File: src/rtl/cbt_pkg.sv
// ----------------------------------------------------------------------------
// cbt_pkg
// shared types and constants of the can bit timing calculator
// ----------------------------------------------------------------------------
package cbt_pkg;

    // field widths
    localparam int CLK_W   = 17;
    localparam int RATE_W  = 20;
    localparam int SP_W    = 14;
    localparam int SRC_W   = 2;
    localparam int TQ_W    = 5;
    localparam int SEG_W   = 3;
    localparam int SJW_W   = 2;
    localparam int PF_W    = 8;

    // divider operands: clock in hz fits 27 bits, divisor holds the bit rate
    localparam int DVD_W   = 27;
    localparam int DVS_W   = 20;
    localparam int PROD_W  = TQ_W + SP_W;

    // split point by reciprocal: (x * SP_RECIP) >> SP_RECIP_SH equals x / 10000
    // for every quanta times sample point product
    localparam int RECIP_W     = 19;
    localparam int SPLIT_W     = PROD_W + RECIP_W;
    localparam int SP_RECIP    = 429497;
    localparam int SP_RECIP_SH = 32;

    localparam int CLK_SCALE = 1000;
    localparam int SP_MIN    = 100;
    localparam int SP_FULL   = 10000;
    localparam int TQ_MIN    = 8;
    localparam int TQ_LIMIT  = 20;
    localparam int SJW_MAX   = 3;
    localparam int PF_MAX    = 255;
    localparam int SRC_MAX   = 1;

    typedef enum logic [2:0] {
        ST_OK      = 3'd0,
        ST_BAD_SRC = 3'd1,
        ST_SP_LOW  = 3'd2,
        ST_NO_PRE  = 3'd3,
        ST_SEG     = 3'd4
    } t_status;

    typedef enum logic [1:0] {
        SEL_TICKS = 2'd0,
        SEL_QUOT  = 2'd1
    } t_div_sel;

    typedef struct packed {
        logic     load;
        logic     div_start;
        t_div_sel div_sel;
        logic     cap_ticks;
        logic     search_step;
        logic     cap_q;
        logic     cap_prod;
        logic     cap_s;
        logic     out_load;
        t_status  out_code;
    } t_cmd;

    typedef struct packed {
        logic src_bad;
        logic sp_low;
        logic rate_zero;
        logic div_done;
        logic div_busy;
        logic hit;
        logic last_p;
        logic seg_bad;
    } t_stat;

endpackage

File: src/rtl/can_bit_timing_calculator.sv
// ----------------------------------------------------------------------------
// can_bit_timing_calculator
// turns a clock rate, bit rate and sample point into can bit timing fields
// ----------------------------------------------------------------------------
// One request is worked on at a time. A rejected clock source, sample point
// or zero bit rate ends it after the checks. Otherwise two divisions run
// through one shared restoring divider at one quotient bit per cycle, the
// search tries one prescaler per cycle, up to MAX_PRESCALER of them, and the
// split point comes from a reciprocal multiply. A result waits to be loaded
// while a stalled one holds the output register. A finished result waits in
// the output register while the next transaction is taken in.
module can_bit_timing_calculator
    import cbt_pkg::*;
#(
    parameter int MAX_PRESCALER = 255
)
(
    input  logic              i_clk,
    input  logic              i_rst_n,
    input  logic              i_in_valid,
    output logic              o_in_stall,
    input  logic [CLK_W-1:0]  i_clock_khz,
    input  logic [RATE_W-1:0] i_bit_rate,
    input  logic [SP_W-1:0]   i_sample_point,
    input  logic [SRC_W-1:0]  i_clock_source,
    output logic              o_out_valid,
    input  logic              i_out_stall,
    output logic [2:0]        o_status,
    output logic [PF_W-1:0]   o_prescaler_field,
    output logic [TQ_W-1:0]   o_quanta_per_bit,
    output logic [SEG_W-1:0]  o_prop_segment,
    output logic [SEG_W-1:0]  o_phase_one_field,
    output logic [SEG_W-1:0]  o_phase_two_field,
    output logic [SJW_W-1:0]  o_jump_width,
    output logic              o_clock_select
);

    t_cmd  cmd;
    t_stat stat;

    cbt_ctrl u_ctrl (
        .i_clk       (i_clk),
        .i_rst_n     (i_rst_n),
        .i_in_valid  (i_in_valid),
        .o_in_stall  (o_in_stall),
        .o_out_valid (o_out_valid),
        .i_out_stall (i_out_stall),
        .i_stat      (stat),
        .o_cmd       (cmd)
    );

    cbt_dp #(
        .MAX_PRESCALER (MAX_PRESCALER)
    ) u_dp (
        .i_clk             (i_clk),
        .i_rst_n           (i_rst_n),
        .i_cmd             (cmd),
        .o_stat            (stat),
        .i_clock_khz       (i_clock_khz),
        .i_bit_rate        (i_bit_rate),
        .i_sample_point    (i_sample_point),
        .i_clock_source    (i_clock_source),
        .o_status          (o_status),
        .o_prescaler_field (o_prescaler_field),
        .o_quanta_per_bit  (o_quanta_per_bit),
        .o_prop_segment    (o_prop_segment),
        .o_phase_one_field (o_phase_one_field),
        .o_phase_two_field (o_phase_two_field),
        .o_jump_width      (o_jump_width),
        .o_clock_select    (o_clock_select)
    );

endmodule

File: src/rtl/cbt_div.sv
// ----------------------------------------------------------------------------
// cbt_div
// restoring divider, one quotient bit per cycle
// ----------------------------------------------------------------------------
module cbt_div
    import cbt_pkg::*;
(
    input  logic             i_clk,
    input  logic             i_rst_n,
    input  logic             i_start,
    input  logic [DVD_W-1:0] i_dividend,
    input  logic [DVS_W-1:0] i_divisor,
    output logic             o_busy,
    output logic             o_done,
    output logic [DVD_W-1:0] o_quotient
);

    localparam int CNT_W = $clog2(DVD_W);

    logic [DVS_W-1:0] r_rem, n_rem;
    logic [DVD_W-1:0] r_quo, n_quo;
    logic [DVS_W-1:0] r_den;
    logic [CNT_W-1:0] r_cnt;
    logic             r_busy;
    logic             r_done;
    logic [DVS_W:0]   trial;
    logic             qbit;

    always_comb begin
        trial = {r_rem, r_quo[DVD_W-1]};
        qbit  = (trial >= {1'b0, r_den});
        n_rem = qbit ? DVS_W'(trial - {1'b0, r_den}) : trial[DVS_W-1:0];
        n_quo = {r_quo[DVD_W-2:0], qbit};
    end

    always_ff @(posedge i_clk) begin
        if (!i_rst_n) begin
            r_busy <= 1'b0;
            r_done <= 1'b0;
            r_cnt  <= '0;
        end else begin
            r_done <= 1'b0;
            if (i_start) begin
                r_busy <= 1'b1;
                r_cnt  <= '0;
            end else if (r_busy) begin
                r_cnt <= r_cnt + 1'b1;
                if (r_cnt == CNT_W'(DVD_W - 1)) begin
                    r_busy <= 1'b0;
                    r_done <= 1'b1;
                end
            end
        end
    end

    always_ff @(posedge i_clk) begin
        if (i_start) begin
            r_rem <= '0;
            r_quo <= i_dividend;
            r_den <= i_divisor;
        end else if (r_busy) begin
            r_rem <= n_rem;
            r_quo <= n_quo;
        end
    end

    assign o_busy     = r_busy;
    assign o_done     = r_done;
    assign o_quotient = r_quo;

    a_done_after_busy: assert property (@(posedge i_clk) disable iff (!i_rst_n)
        r_done |-> $past(r_busy))
        else $error("divider done without a running division");

    a_busy_ends_in_done: assert property (@(posedge i_clk) disable iff (!i_rst_n)
        r_busy && !i_start |=> r_busy || r_done)
        else $error("division stopped without done");

endmodule

File: src/rtl/cbt_dp.sv
// ----------------------------------------------------------------------------
// cbt_dp
// datapath: request registers, shared divider, prescaler search, segment split
// ----------------------------------------------------------------------------
module cbt_dp
    import cbt_pkg::*;
#(
    parameter int MAX_PRESCALER = 255
)
(
    input  logic              i_clk,
    input  logic              i_rst_n,
    input  t_cmd              i_cmd,
    output t_stat             o_stat,
    input  logic [CLK_W-1:0]  i_clock_khz,
    input  logic [RATE_W-1:0] i_bit_rate,
    input  logic [SP_W-1:0]   i_sample_point,
    input  logic [SRC_W-1:0]  i_clock_source,
    output logic [2:0]        o_status,
    output logic [PF_W-1:0]   o_prescaler_field,
    output logic [TQ_W-1:0]   o_quanta_per_bit,
    output logic [SEG_W-1:0]  o_prop_segment,
    output logic [SEG_W-1:0]  o_phase_one_field,
    output logic [SEG_W-1:0]  o_phase_two_field,
    output logic [SJW_W-1:0]  o_jump_width,
    output logic              o_clock_select
);

    localparam int P_W   = $clog2(MAX_PRESCALER + 1);
    localparam int LIM_W = P_W + 5;

    logic [CLK_W-1:0]  r_clk;
    logic [RATE_W-1:0] r_rate;
    logic [SP_W-1:0]   r_sp;
    logic [SRC_W-1:0]  r_src;
    logic [DVD_W-1:0]  r_ticks;
    logic [P_W-1:0]    r_p;
    logic [LIM_W-1:0]  r_lo;
    logic [LIM_W-1:0]  r_hi;
    logic [TQ_W-1:0]   r_tq;
    logic [PROD_W-1:0] r_prod;
    logic [TQ_W-1:0]   r_s;

    logic [DVD_W-1:0]  dvd;
    logic [DVS_W-1:0]  dvs;
    logic [DVD_W-1:0]  quo;
    logic              div_done;
    logic              div_busy;

    logic [SPLIT_W-1:0] split_prod;
    logic [P_W-1:0]    p_m1;
    logic signed [6:0] sv, half, prop, ph1, ph2, ph2m1;
    logic              seg_bad;

    always_comb begin
        unique case (i_cmd.div_sel)
            SEL_TICKS: begin
                dvd = DVD_W'(r_clk) * DVD_W'(CLK_SCALE);
                dvs = r_rate;
            end
            SEL_QUOT: begin
                dvd = r_ticks;
                dvs = DVS_W'(r_p);
            end
            default: begin
                dvd = '0;
                dvs = DVS_W'(1);
            end
        endcase
    end

    cbt_div u_div (
        .i_clk      (i_clk),
        .i_rst_n    (i_rst_n),
        .i_start    (i_cmd.div_start),
        .i_dividend (dvd),
        .i_divisor  (dvs),
        .o_busy     (div_busy),
        .o_done     (div_done),
        .o_quotient (quo)
    );

    // quanta times sample point over 10000
    assign split_prod = SPLIT_W'(r_prod) * SPLIT_W'(SP_RECIP);

    // split point: s quanta up to the sample point, sync quantum included
    always_comb begin
        p_m1  = r_p - 1'b1;
        sv    = 7'(r_s);
        half  = (sv - (r_s[0] ? 7'sd1 : 7'sd2)) >>> 1;
        prop  = r_s[0] ? half : half + 7'sd1;
        ph1   = half - 7'sd2;
        ph2   = 7'(r_tq) - sv;
        ph2m1 = ph2 - 7'sd1;
        seg_bad = (32'(p_m1) > 32'(PF_MAX)) ||
                  prop < 7'sd0 || prop > 7'sd7 || ph1 < 7'sd0 || ph1 > 7'sd7 ||
                  ph2 < 7'sd1 || ph2 > 7'sd8;
    end

    always_comb begin
        o_stat.src_bad   = (r_src > SRC_W'(SRC_MAX));
        o_stat.sp_low    = (r_sp < SP_W'(SP_MIN));
        o_stat.rate_zero = (r_rate == '0);
        o_stat.div_done  = div_done;
        o_stat.div_busy  = div_busy;
        // ticks/p lies in 8..19 exactly when 8p <= ticks < 20p
        o_stat.hit       = (r_ticks >= DVD_W'(r_lo)) && (r_ticks < DVD_W'(r_hi));
        o_stat.last_p    = (r_p == P_W'(MAX_PRESCALER));
        o_stat.seg_bad   = seg_bad;
    end

    always_ff @(posedge i_clk) begin
        if (i_cmd.load) begin
            r_clk  <= i_clock_khz;
            r_rate <= i_bit_rate;
            r_sp   <= i_sample_point;
            r_src  <= i_clock_source;
        end
        if (i_cmd.cap_ticks) begin
            r_ticks <= quo;
            r_p     <= P_W'(1);
            r_lo    <= LIM_W'(TQ_MIN);
            r_hi    <= LIM_W'(TQ_LIMIT);
        end else if (i_cmd.search_step) begin
            r_p  <= r_p + 1'b1;
            r_lo <= r_lo + LIM_W'(TQ_MIN);
            r_hi <= r_hi + LIM_W'(TQ_LIMIT);
        end
        if (i_cmd.cap_q) begin
            r_tq <= quo[TQ_W-1:0];
        end
        if (i_cmd.cap_prod) begin
            r_prod <= PROD_W'(r_tq) * PROD_W'(r_sp);
        end
        if (i_cmd.cap_s) begin
            r_s <= split_prod[SP_RECIP_SH +: TQ_W];
        end
    end

    // result register, every field but status is zero on error
    always_ff @(posedge i_clk) begin
        if (i_cmd.out_load) begin
            o_status <= i_cmd.out_code;
            if (i_cmd.out_code == ST_OK) begin
                o_prescaler_field <= p_m1[PF_W-1:0];
                o_quanta_per_bit  <= r_tq;
                o_prop_segment    <= prop[SEG_W-1:0];
                o_phase_one_field <= ph1[SEG_W-1:0];
                o_phase_two_field <= ph2m1[SEG_W-1:0];
                o_jump_width      <= (ph2m1 > 7'(SJW_MAX)) ? SJW_W'(SJW_MAX)
                                                          : ph2m1[SJW_W-1:0];
                o_clock_select    <= r_src[0];
            end else begin
                o_prescaler_field <= '0;
                o_quanta_per_bit  <= '0;
                o_prop_segment    <= '0;
                o_phase_one_field <= '0;
                o_phase_two_field <= '0;
                o_jump_width      <= '0;
                o_clock_select    <= 1'b0;
            end
        end
    end

endmodule

File: src/rtl/cbt_ctrl.sv
// ----------------------------------------------------------------------------
// cbt_ctrl
// sequencer for request checks, divisions, prescaler search and result hand-off
// ----------------------------------------------------------------------------
module cbt_ctrl
    import cbt_pkg::*;
(
    input  logic  i_clk,
    input  logic  i_rst_n,
    input  logic  i_in_valid,
    output logic  o_in_stall,
    output logic  o_out_valid,
    input  logic  i_out_stall,
    input  t_stat i_stat,
    output t_cmd  o_cmd
);

    typedef enum logic [3:0] {
        S_IDLE,
        S_CHECK,
        S_TICKS,
        S_SEARCH,
        S_QUOT,
        S_MUL,
        S_SPLIT,
        S_SEG,
        S_FINISH
    } t_state;

    t_state  r_state, n_state;
    t_status r_code, n_code;
    logic    r_out_valid, n_out_valid;
    logic    in_acc;
    logic    out_free;

    assign in_acc   = i_in_valid && (r_state == S_IDLE);
    assign out_free = !r_out_valid || !i_out_stall;

    always_comb begin
        n_state     = r_state;
        n_code      = r_code;
        n_out_valid = r_out_valid && i_out_stall;
        o_cmd       = '0;
        o_cmd.div_sel  = SEL_TICKS;
        o_cmd.out_code = r_code;
        unique case (r_state)
            S_IDLE: begin
                o_cmd.load = i_in_valid;
                if (i_in_valid) begin
                    n_state = S_CHECK;
                end
            end
            S_CHECK: begin
                priority if (i_stat.src_bad) begin
                    n_code  = ST_BAD_SRC;
                    n_state = S_FINISH;
                end else if (i_stat.sp_low) begin
                    n_code  = ST_SP_LOW;
                    n_state = S_FINISH;
                end else if (i_stat.rate_zero) begin
                    n_code  = ST_NO_PRE;
                    n_state = S_FINISH;
                end else begin
                    o_cmd.div_start = 1'b1;
                    n_state         = S_TICKS;
                end
            end
            S_TICKS: begin
                if (i_stat.div_done) begin
                    o_cmd.cap_ticks = 1'b1;
                    n_state         = S_SEARCH;
                end
            end
            S_SEARCH: begin
                o_cmd.div_sel = SEL_QUOT;
                priority if (i_stat.hit) begin
                    o_cmd.div_start = 1'b1;
                    n_state         = S_QUOT;
                end else if (i_stat.last_p) begin
                    n_code  = ST_NO_PRE;
                    n_state = S_FINISH;
                end else begin
                    o_cmd.search_step = 1'b1;
                end
            end
            S_QUOT: begin
                o_cmd.div_sel = SEL_QUOT;
                if (i_stat.div_done) begin
                    o_cmd.cap_q = 1'b1;
                    n_state     = S_MUL;
                end
            end
            S_MUL: begin
                o_cmd.cap_prod = 1'b1;
                n_state        = S_SPLIT;
            end
            S_SPLIT: begin
                o_cmd.cap_s = 1'b1;
                n_state     = S_SEG;
            end
            S_SEG: begin
                n_code  = i_stat.seg_bad ? ST_SEG : ST_OK;
                n_state = S_FINISH;
            end
            S_FINISH: begin
                if (out_free) begin
                    o_cmd.out_load = 1'b1;
                    n_out_valid    = 1'b1;
                    n_state        = S_IDLE;
                end
            end
            default: n_state = S_IDLE;
        endcase
    end

    always_ff @(posedge i_clk) begin
        if (!i_rst_n) begin
            r_state     <= S_IDLE;
            r_code      <= ST_OK;
            r_out_valid <= 1'b0;
        end else begin
            r_state     <= n_state;
            r_code      <= n_code;
            r_out_valid <= n_out_valid;
        end
    end

    assign o_in_stall  = (r_state != S_IDLE);
    assign o_out_valid = r_out_valid;

    a_accept_starts_checks: assert property (@(posedge i_clk) disable iff (!i_rst_n)
        in_acc |=> r_state == S_CHECK)
        else $error("accepted transaction did not start the checks");

    a_no_overwrite: assert property (@(posedge i_clk) disable iff (!i_rst_n)
        o_cmd.out_load |-> !(r_out_valid && i_out_stall))
        else $error("result overwritten while held");

    a_start_when_free: assert property (@(posedge i_clk) disable iff (!i_rst_n)
        o_cmd.div_start |-> !i_stat.div_busy)
        else $error("division started while divider busy");

endmodule

File: config.mk
export PLATFORM = sky130hd
export DESIGN_NAME = can_bit_timing_calculator
export DESIGN_NICKNAME = d
export VERILOG_FILES = /design/src/rtl/cbt_pkg.sv /design/src/rtl/can_bit_timing_calculator.sv /design/src/rtl/cbt_div.sv /design/src/rtl/cbt_dp.sv /design/src/rtl/cbt_ctrl.sv
export SDC_FILE = /design/constraint.sdc
export NUM_CORES = 1
export LEC_CHECK = 0
export ABC_AREA = 1
export BUFFER_PORTS_ARGS = -buffer_cell sky130_fd_sc_hd__buf_2
export CORE_MARGIN = 2
export CORE_UTILIZATION = 55
export DETAILED_ROUTE_END_ITERATION = 10
export GPL_TIMING_DRIVEN = 0
export PLACE_DENSITY = 0.75
export SLEW_MARGIN = 15
export SYNTH_ARGS = -nofsm -noshare
export SYNTH_HDL_FRONTEND = slang
export SYNTH_SLANG_ARGS = --single-unit
File: constraint.sdc
create_clock -name i_clk -period 15.2 [get_ports i_clk]
set_input_delay 1.52 -clock i_clk [delete_from_list [all_inputs] [get_ports i_clk]]
set_output_delay 1.52 -clock i_clk [all_outputs]
set_load 0.03 [all_outputs]
# After elaboration in Yosys (flattened, before gate mapping)
# Cells that the tools add are included.
# W data, S select, Z words.
# totals
in_bits	57
output_inout_bits	30
word_cells	145
regBits	253
# op_classes
mul	3
muxes	48
bitwise	2
magnitude_cmp	12
n_eq_ne	19
n_addsub	11
n_reduce_logical	22
# op_table
cell	count
$mux W27	2
$pmux W27 S2	1
$pmux W20 S2	1
$mul A19 B19 Y37 const B	1
$mux W4	9
$pmux W4 S9	1
$ge A27 B13 Y1	1
$lt A27 B13 Y1	1
$mul A17 B7 Y24 const B	1
$mux W1	22
$ge A21 B20 Y1	1
$logic_not A20 Y1	1
$mux W20	1
$sub A20 B20 Y20	1
$mul A5 B14 Y19	1
$mux W3	6
$eq A4 B3 Y1 const B	4
$gt A7 B4 Y1 const B	2
$lt A14 B7 Y1 const B	1
$lt A7 B1 Y1 const B	2
$add A13 B4 Y13 const B	1
$add A13 B5 Y13 const B	1
$pmux W3 S3	1
$add A8 B1 Y8 const B	1
38 further kinds	53

# Longest topological paths before layout
# logic_depth
depth_word	12
ltp_mapped	22

# Cells and area by module
# From an unflattened synthesis, not the netlist that was laid out.
# hier_totals
cells_unflattened	2954
hier_area_um2	24423.4
# modules_own_cells
mod	cells_per_inst	area_per_inst_um2	instances
cbt_dp	2274	19372.3	1
cbt_div	589	4523.1	1
cbt_ctrl	91	528.0	1

# Worst setup path before layout
# OpenSTA, ideal clock, no wires.
# synth_path
path_kind	register -> register
startpoint	register u_dp.r_prod[6]
endpoint	register u_dp.r_s[4], data pin
period_less_slack_ns	4.928
slack_ns	10.272
required_ns	14.948
setup_time_ns	0.252
path_stages_with_launch	20
path_buffers	0
arrival_time_ns	4.676
cell_sequence	edfxtp_1 ha_1 fa_1 inv_1 fa_1 inv_1 fa_1 fa_1 inv_1 fa_1 inv_1 ha_1 a21oi_1 o21ai_0 nand2_1 a21oi_1 a211oi_1 nand2_1 nand2_1 nand2_1
# synth_between
elab_chain_len	1
# synth_lines
element	line	source
start: declaration	cbt_dp.sv:41	logic [PROD_W-1:0] r_prod;
start signal: assignment	cbt_dp.sv:133	r_prod <= PROD_W'(r_tq) * PROD_W'(r_sp);
$mul A19 B19 Y37	cbt_dp.sv:84	assign split_prod = SPLIT_W'(r_prod) * SPLIT_W'(SP_RECIP);
named net u_dp.split_prod[36]	cbt_dp.sv:50	logic [SPLIT_W-1:0] split_prod;
end signal: assignment	cbt_dp.sv:136	r_s <= split_prod[SP_RECIP_SH +: TQ_W];
end: declaration	cbt_dp.sv:42	logic [TQ_W-1:0] r_s;
# The timed path passes the listed nets, and every way through them passes these cells.
# A chain may end at the register's enable or synchronous reset.

# Final worst setup path
# layout_path
startpoint	register u_dp.r_prod[12]
endpoint	register u_dp.r_s[2], data pin
# Same word-level chain as after synthesis.

==> results.md <==
- The post-synth design cell area is 23760 um2.
- The core box area is 42890 um2.
- The slowest stage of the critical path is the sky130_fd_sc_hd__fa_1 cell.
- The post-route clock period utilization is 0.3604.
- The most utilized layer in the global route result is met2.
- The number of remaining DRC errors is 0.
- The pin count of the biggest net entering global routing is 32.
- For this run, the share of the core covered by cells in the final layout is 0.6061.
- Among all cell types in the netlist, the one instantiated most often is sky130_fd_sc_hd__inv_1.
- The Yosys warning count is 0.
- The portion of synthesized cell area occupied by the leading cell type is 0.2326.
- For this run, the register share of the synthesized area comes to 0.2865.
- The post-detailed-route via-to-cell ratio is 5.212.
- Buffers added to address setup during post-CTS repair amount to 0.
- The count of endpoints failing hold in the final timing report is 0.
- The post-detailed-placement cell area is 24990 um2.
- For this configuration, the core starts out at a cell density of 0.5539.
- The layout overhead on the synthesized area is 9.423%.
- For the final database, setup skew stands at 24.71 ps.
- The largest total area in the synthesized netlist belongs to sky130_fd_sc_hd__edfxtp_1.
- In this run the count of I/O pins placed on the die edge is 87.
- The first global-routing pass estimated 90180 um of wire.
- The parity-gate share of the synthesized area counting xor and xnor cells is 0.02212.
- The number of iterations in the first detailed-routing pass is 6.
- The share of synthesized cell area in and, or, nand and nor gates is 0.1721.
- The arrival time at the worst endpoint is 5810 ps.
- Measured against the total synthesized area, the mux share comes to 0.
- The mean instance size in the synthesized netlist is 8.607 um2.
- CTS placed an instance of sky130_fd_sc_hd__clkbuf_16 at the clock tree root.
- The die extent in y is 211.8 um.
- For this design, the CTS-stage hold fixing added 0 buffers.
- The power per unit of standard cell area is 221.1 nW/um2.
- The total design power is 5.746 mW.
- The total number of H-tree levels is 1.
- By area, the combinational part of the netlist is dominated by adder cells.
- The placement-stage worst setup slack is 9781 ps.
- Of the total synthesized cell area, the portion taken by full adders, half adders and majority gates is 0.3453.
- The antenna cell count is 0.
- By area the synthesized netlist is led by sky130_fd_sc_hd__edfxtp_1, sky130_fd_sc_hd__fa_1, sky130_fd_sc_hd__ha_1.
- The commonest cells after synthesis are sky130_fd_sc_hd__inv_1, sky130_fd_sc_hd__nand2_1, sky130_fd_sc_hd__ha_1.
- The horizontal extent of the die is 211.8 um.
- The number of standard cells after synthesis is 2760.
- The class of the most critical setup path is flip-flop to flip-flop.
- The clock insertion delay at the later pin of the skew report is 590 ps.
- The static leakage is 13.37 nW.
- In the final routed layout, each cell accounts on average for 15.36 um.
- After synthesis, the netlist uses 47 different library cells.
- The congestion estimate from routability-driven global placement came to 0.9347.
- The largest single stage delay on the critical path is 570 ps.
- The post-synth net total is 3337.
- The share of synthesized flip-flops with an asynchronous set or reset is 0.
- The largest fanout of any net on the critical path is 5.
- The total length of routed wires is 53580 um.
- At the pin with the least slew margin, the transition time is 1138 ps.
- For met2 alone, demand over resource in global routing was 0.4572.
- The number of buffers created by CTS is 30.
- After clock tree synthesis, the repair step resized 0 gates.
- In this run, synthesis produced a sequential element count of 248.
- The tool flagged a number of max-cap violations equal to 0.
- The longest clock path from root to sink contains 3 buffers.
- In the final layout, the share of cells above drive strength 1 is 0.06646.
- The run finished with clean final reports.
- The full die area is 44870 um2.
- The max-slew headroom at the worst pin is 0.2407.
- The number of antenna violations at the first check in global routing came to 0.
- The via count of the first global-routing pass is 18760.
- The total track usage is 0.2503.
- The via count of the routed design is 18190.
- Based on the critical path, the design can be clocked at up to 182.6 MHz.
- Setup violations remaining at the end of the flow were counted as 0.
- After global routing the overflow that remains totals 0.
- After routing the design area is 25990 um2.
- Setup repair after global routing left no endpoint under its margin.
- The min-delay analysis places its worst path in the category flip-flop to flip-flop.
- The kind of end point of the critical path is a flip-flop.
- The number of rows in the core area is 76.
- In this design, the critical path's most frequently occurring cell is sky130_fd_sc_hd__fa_1.
- The most used flip-flop cell after synthesis is sky130_fd_sc_hd__edfxtp_1.
- For the worst setup path, the data required time is 15530 ps.
- The number of pins with negative max-slew slack in the final report is 0.
- The net count reported at finish is 3458.
- The met3 usage in global routing is 0.02270.
- After routing, the total negative slack on setup checks comes to 0 ps.
- The TritonCTS clock tree is built.
- The HPWL after detailed placement is 43990 um.
- The count of nets left with antenna violations once routing finished came out at 0.
- The maximum resistive drop on vdd is 0.0003224 V.
- Once routing completed, OpenROAD measured the worst setup slack at 9723 ps.
- The number of enable-type register cells in the synthesized netlist is 184.
- The compound-gate portion of the synthesized area is 0.06368.
- The number of violations reported at the end of detailed-routing iteration 0 is 1029.
- Buffers placed on the I/O ports in this run total 86.
- STA classifies the critical path startpoint as a flip-flop.
- The clock net in this run drives a total of 248 sinks.
- In the global route stage, met1 resource usage came out at 0.3181.
- Walking the worst path, the cells encountered are ha_1 -> fa_1 -> inv_1 -> fa_1 -> inv_1 -> fa_1 -> fa_1 -> inv_1 -> fa_1 -> inv_1 -> ha_1 -> nand2_1 -> nor4_1 -> o21ai_0 -> nand2_1 -> nand3_1 -> nand3_1 -> nand2_1.
- Counting I/O delays and the setup requirement, the final critical path takes 5477 ps.
- The clock slew seen by the registers of the worst setup and hold paths is 60 ps.
-- layout by cell type (no fill, tap or decap), types with 10 or more instances in the layout --
cell,instances
sky130_fd_sc_hd__clkbuf_16,31
sky130_fd_sc_hd__fa_1,226
sky130_fd_sc_hd__dfxtp_1,64
sky130_fd_sc_hd__nand2_1,562
sky130_fd_sc_hd__nor4_1,11
sky130_fd_sc_hd__or2_1,12
sky130_fd_sc_hd__edfxtp_1,184
sky130_fd_sc_hd__clkbuf_1,16
sky130_fd_sc_hd__a21o_1,10
sky130_fd_sc_hd__xor2_1,41
sky130_fd_sc_hd__o21a_1,10
sky130_fd_sc_hd__o21bai_1,10
sky130_fd_sc_hd__nor3_1,35
sky130_fd_sc_hd__a21oi_1,134
sky130_fd_sc_hd__xnor2_1,19
sky130_fd_sc_hd__ha_1,294
sky130_fd_sc_hd__nor2_1,163
sky130_fd_sc_hd__nand4_1,27
sky130_fd_sc_hd__nand3_1,127
sky130_fd_sc_hd__or2_2,14
sky130_fd_sc_hd__buf_2,98
sky130_fd_sc_hd__inv_1,645
sky130_fd_sc_hd__o21ai_0,80
-- where the power goes --
part	internal, mW	switching [mW]	total, mW
Clock	0.430	0.299	0.729
Sequential	0.954	0.105	1.06
Combinational	1.44	2.52	3.96
Total	2.82	2.93	5.75
-- worst max-delay path, delay by kind of cell (launching register included) --
kind                       cells  cell delay [ps]
buffers and inverters          4              200
DFF                            1              510
and+or+nand+nor                6              980
adders and majority gates      7             3360
AOI/OAI and AO/OA              1              170
-- stage by stage --
step,cells,hold slack (ps)
final,3489,447.7
after global routing,3489,444.3
after CTS,3489,436.1
after detailed placement,3434,435.4
after global placement,3431,430.6
after floorplan,2760,426.4
-- path summary, 6_finish.rpt --
| kind | slack (ps) | to | cells after the start | start |
|---|---|---|---|---|
| setup / recovery | 9720 | u_dp.r_s[2]$_DFFE_PP_ | 18 | u_dp.r_prod[12]$_DFFE_PP_ |
| hold / removal | 450 | u_dp.r_ticks[10]$_DFFE_PP_ | 0 | u_dp.u_div.o_quotient[10]$_DFFE_PP_ |
| setup reg to reg | 9720 | u_dp.r_s[2]$_DFFE_PP_ | 18 | u_dp.r_prod[12]$_DFFE_PP_ |
| hold reg to reg | 450 | u_dp.r_ticks[10]$_DFFE_PP_ | 0 | u_dp.u_div.o_quotient[10]$_DFFE_PP_ |
-- area by class of cell --
cell class                      count  area [um2]
Fill cell                        3745       16890
Timing Repair Buffer               89       478.0
Buffer                             35       185.2
Sequential cell                   248        6807
Clock inverter                     20       206.4
Clock buffer                       35       800.8
Inverter                          649        2436
Tap cell                          585       732.0
Multi-Input combinational cell   1828       14350
-- state kept, by name, summed over array words and instances, names as in the netlist, 4 cells and up --
| register | count |
|---|---|
| u_dp.r_s | 5 |
| u_dp.r_hi | 11 |
| u_ctrl.r_state | 4 |
| u_dp.o_prescaler_field | 8 |
| u_dp.r_sp | 14 |
| u_dp.u_div.o_quotient | 27 |
| u_dp.r_clk | 17 |
| u_dp.o_quanta_per_bit | 5 |
| u_dp.u_div.r_rem | 20 |
| u_dp.r_rate | 20 |
| u_dp.r_ticks | 27 |
| u_dp.r_lo | 10 |
| u_dp.r_p | 8 |
| u_dp.r_tq | 5 |
| u_dp.u_div.r_den | 20 |
| u_dp.r_prod | 19 |
| u_dp.u_div.r_cnt | 5 |
-- routing by layer --
metal  vias to the layer above  share of wire
li1                       8945              -
met1                      8715           0.43
met2                       442           0.50
met3                        83          0.041
met4                         0          0.027
met5                         -              0
-- cell families after synthesis --
logic type | after synthesis
simple gates | 974
buf+inv | 684
fa+ha+maj | 520
compound gates | 274
flops | 248
xor+xnor | 60
(Power assumes the default switching activity.)
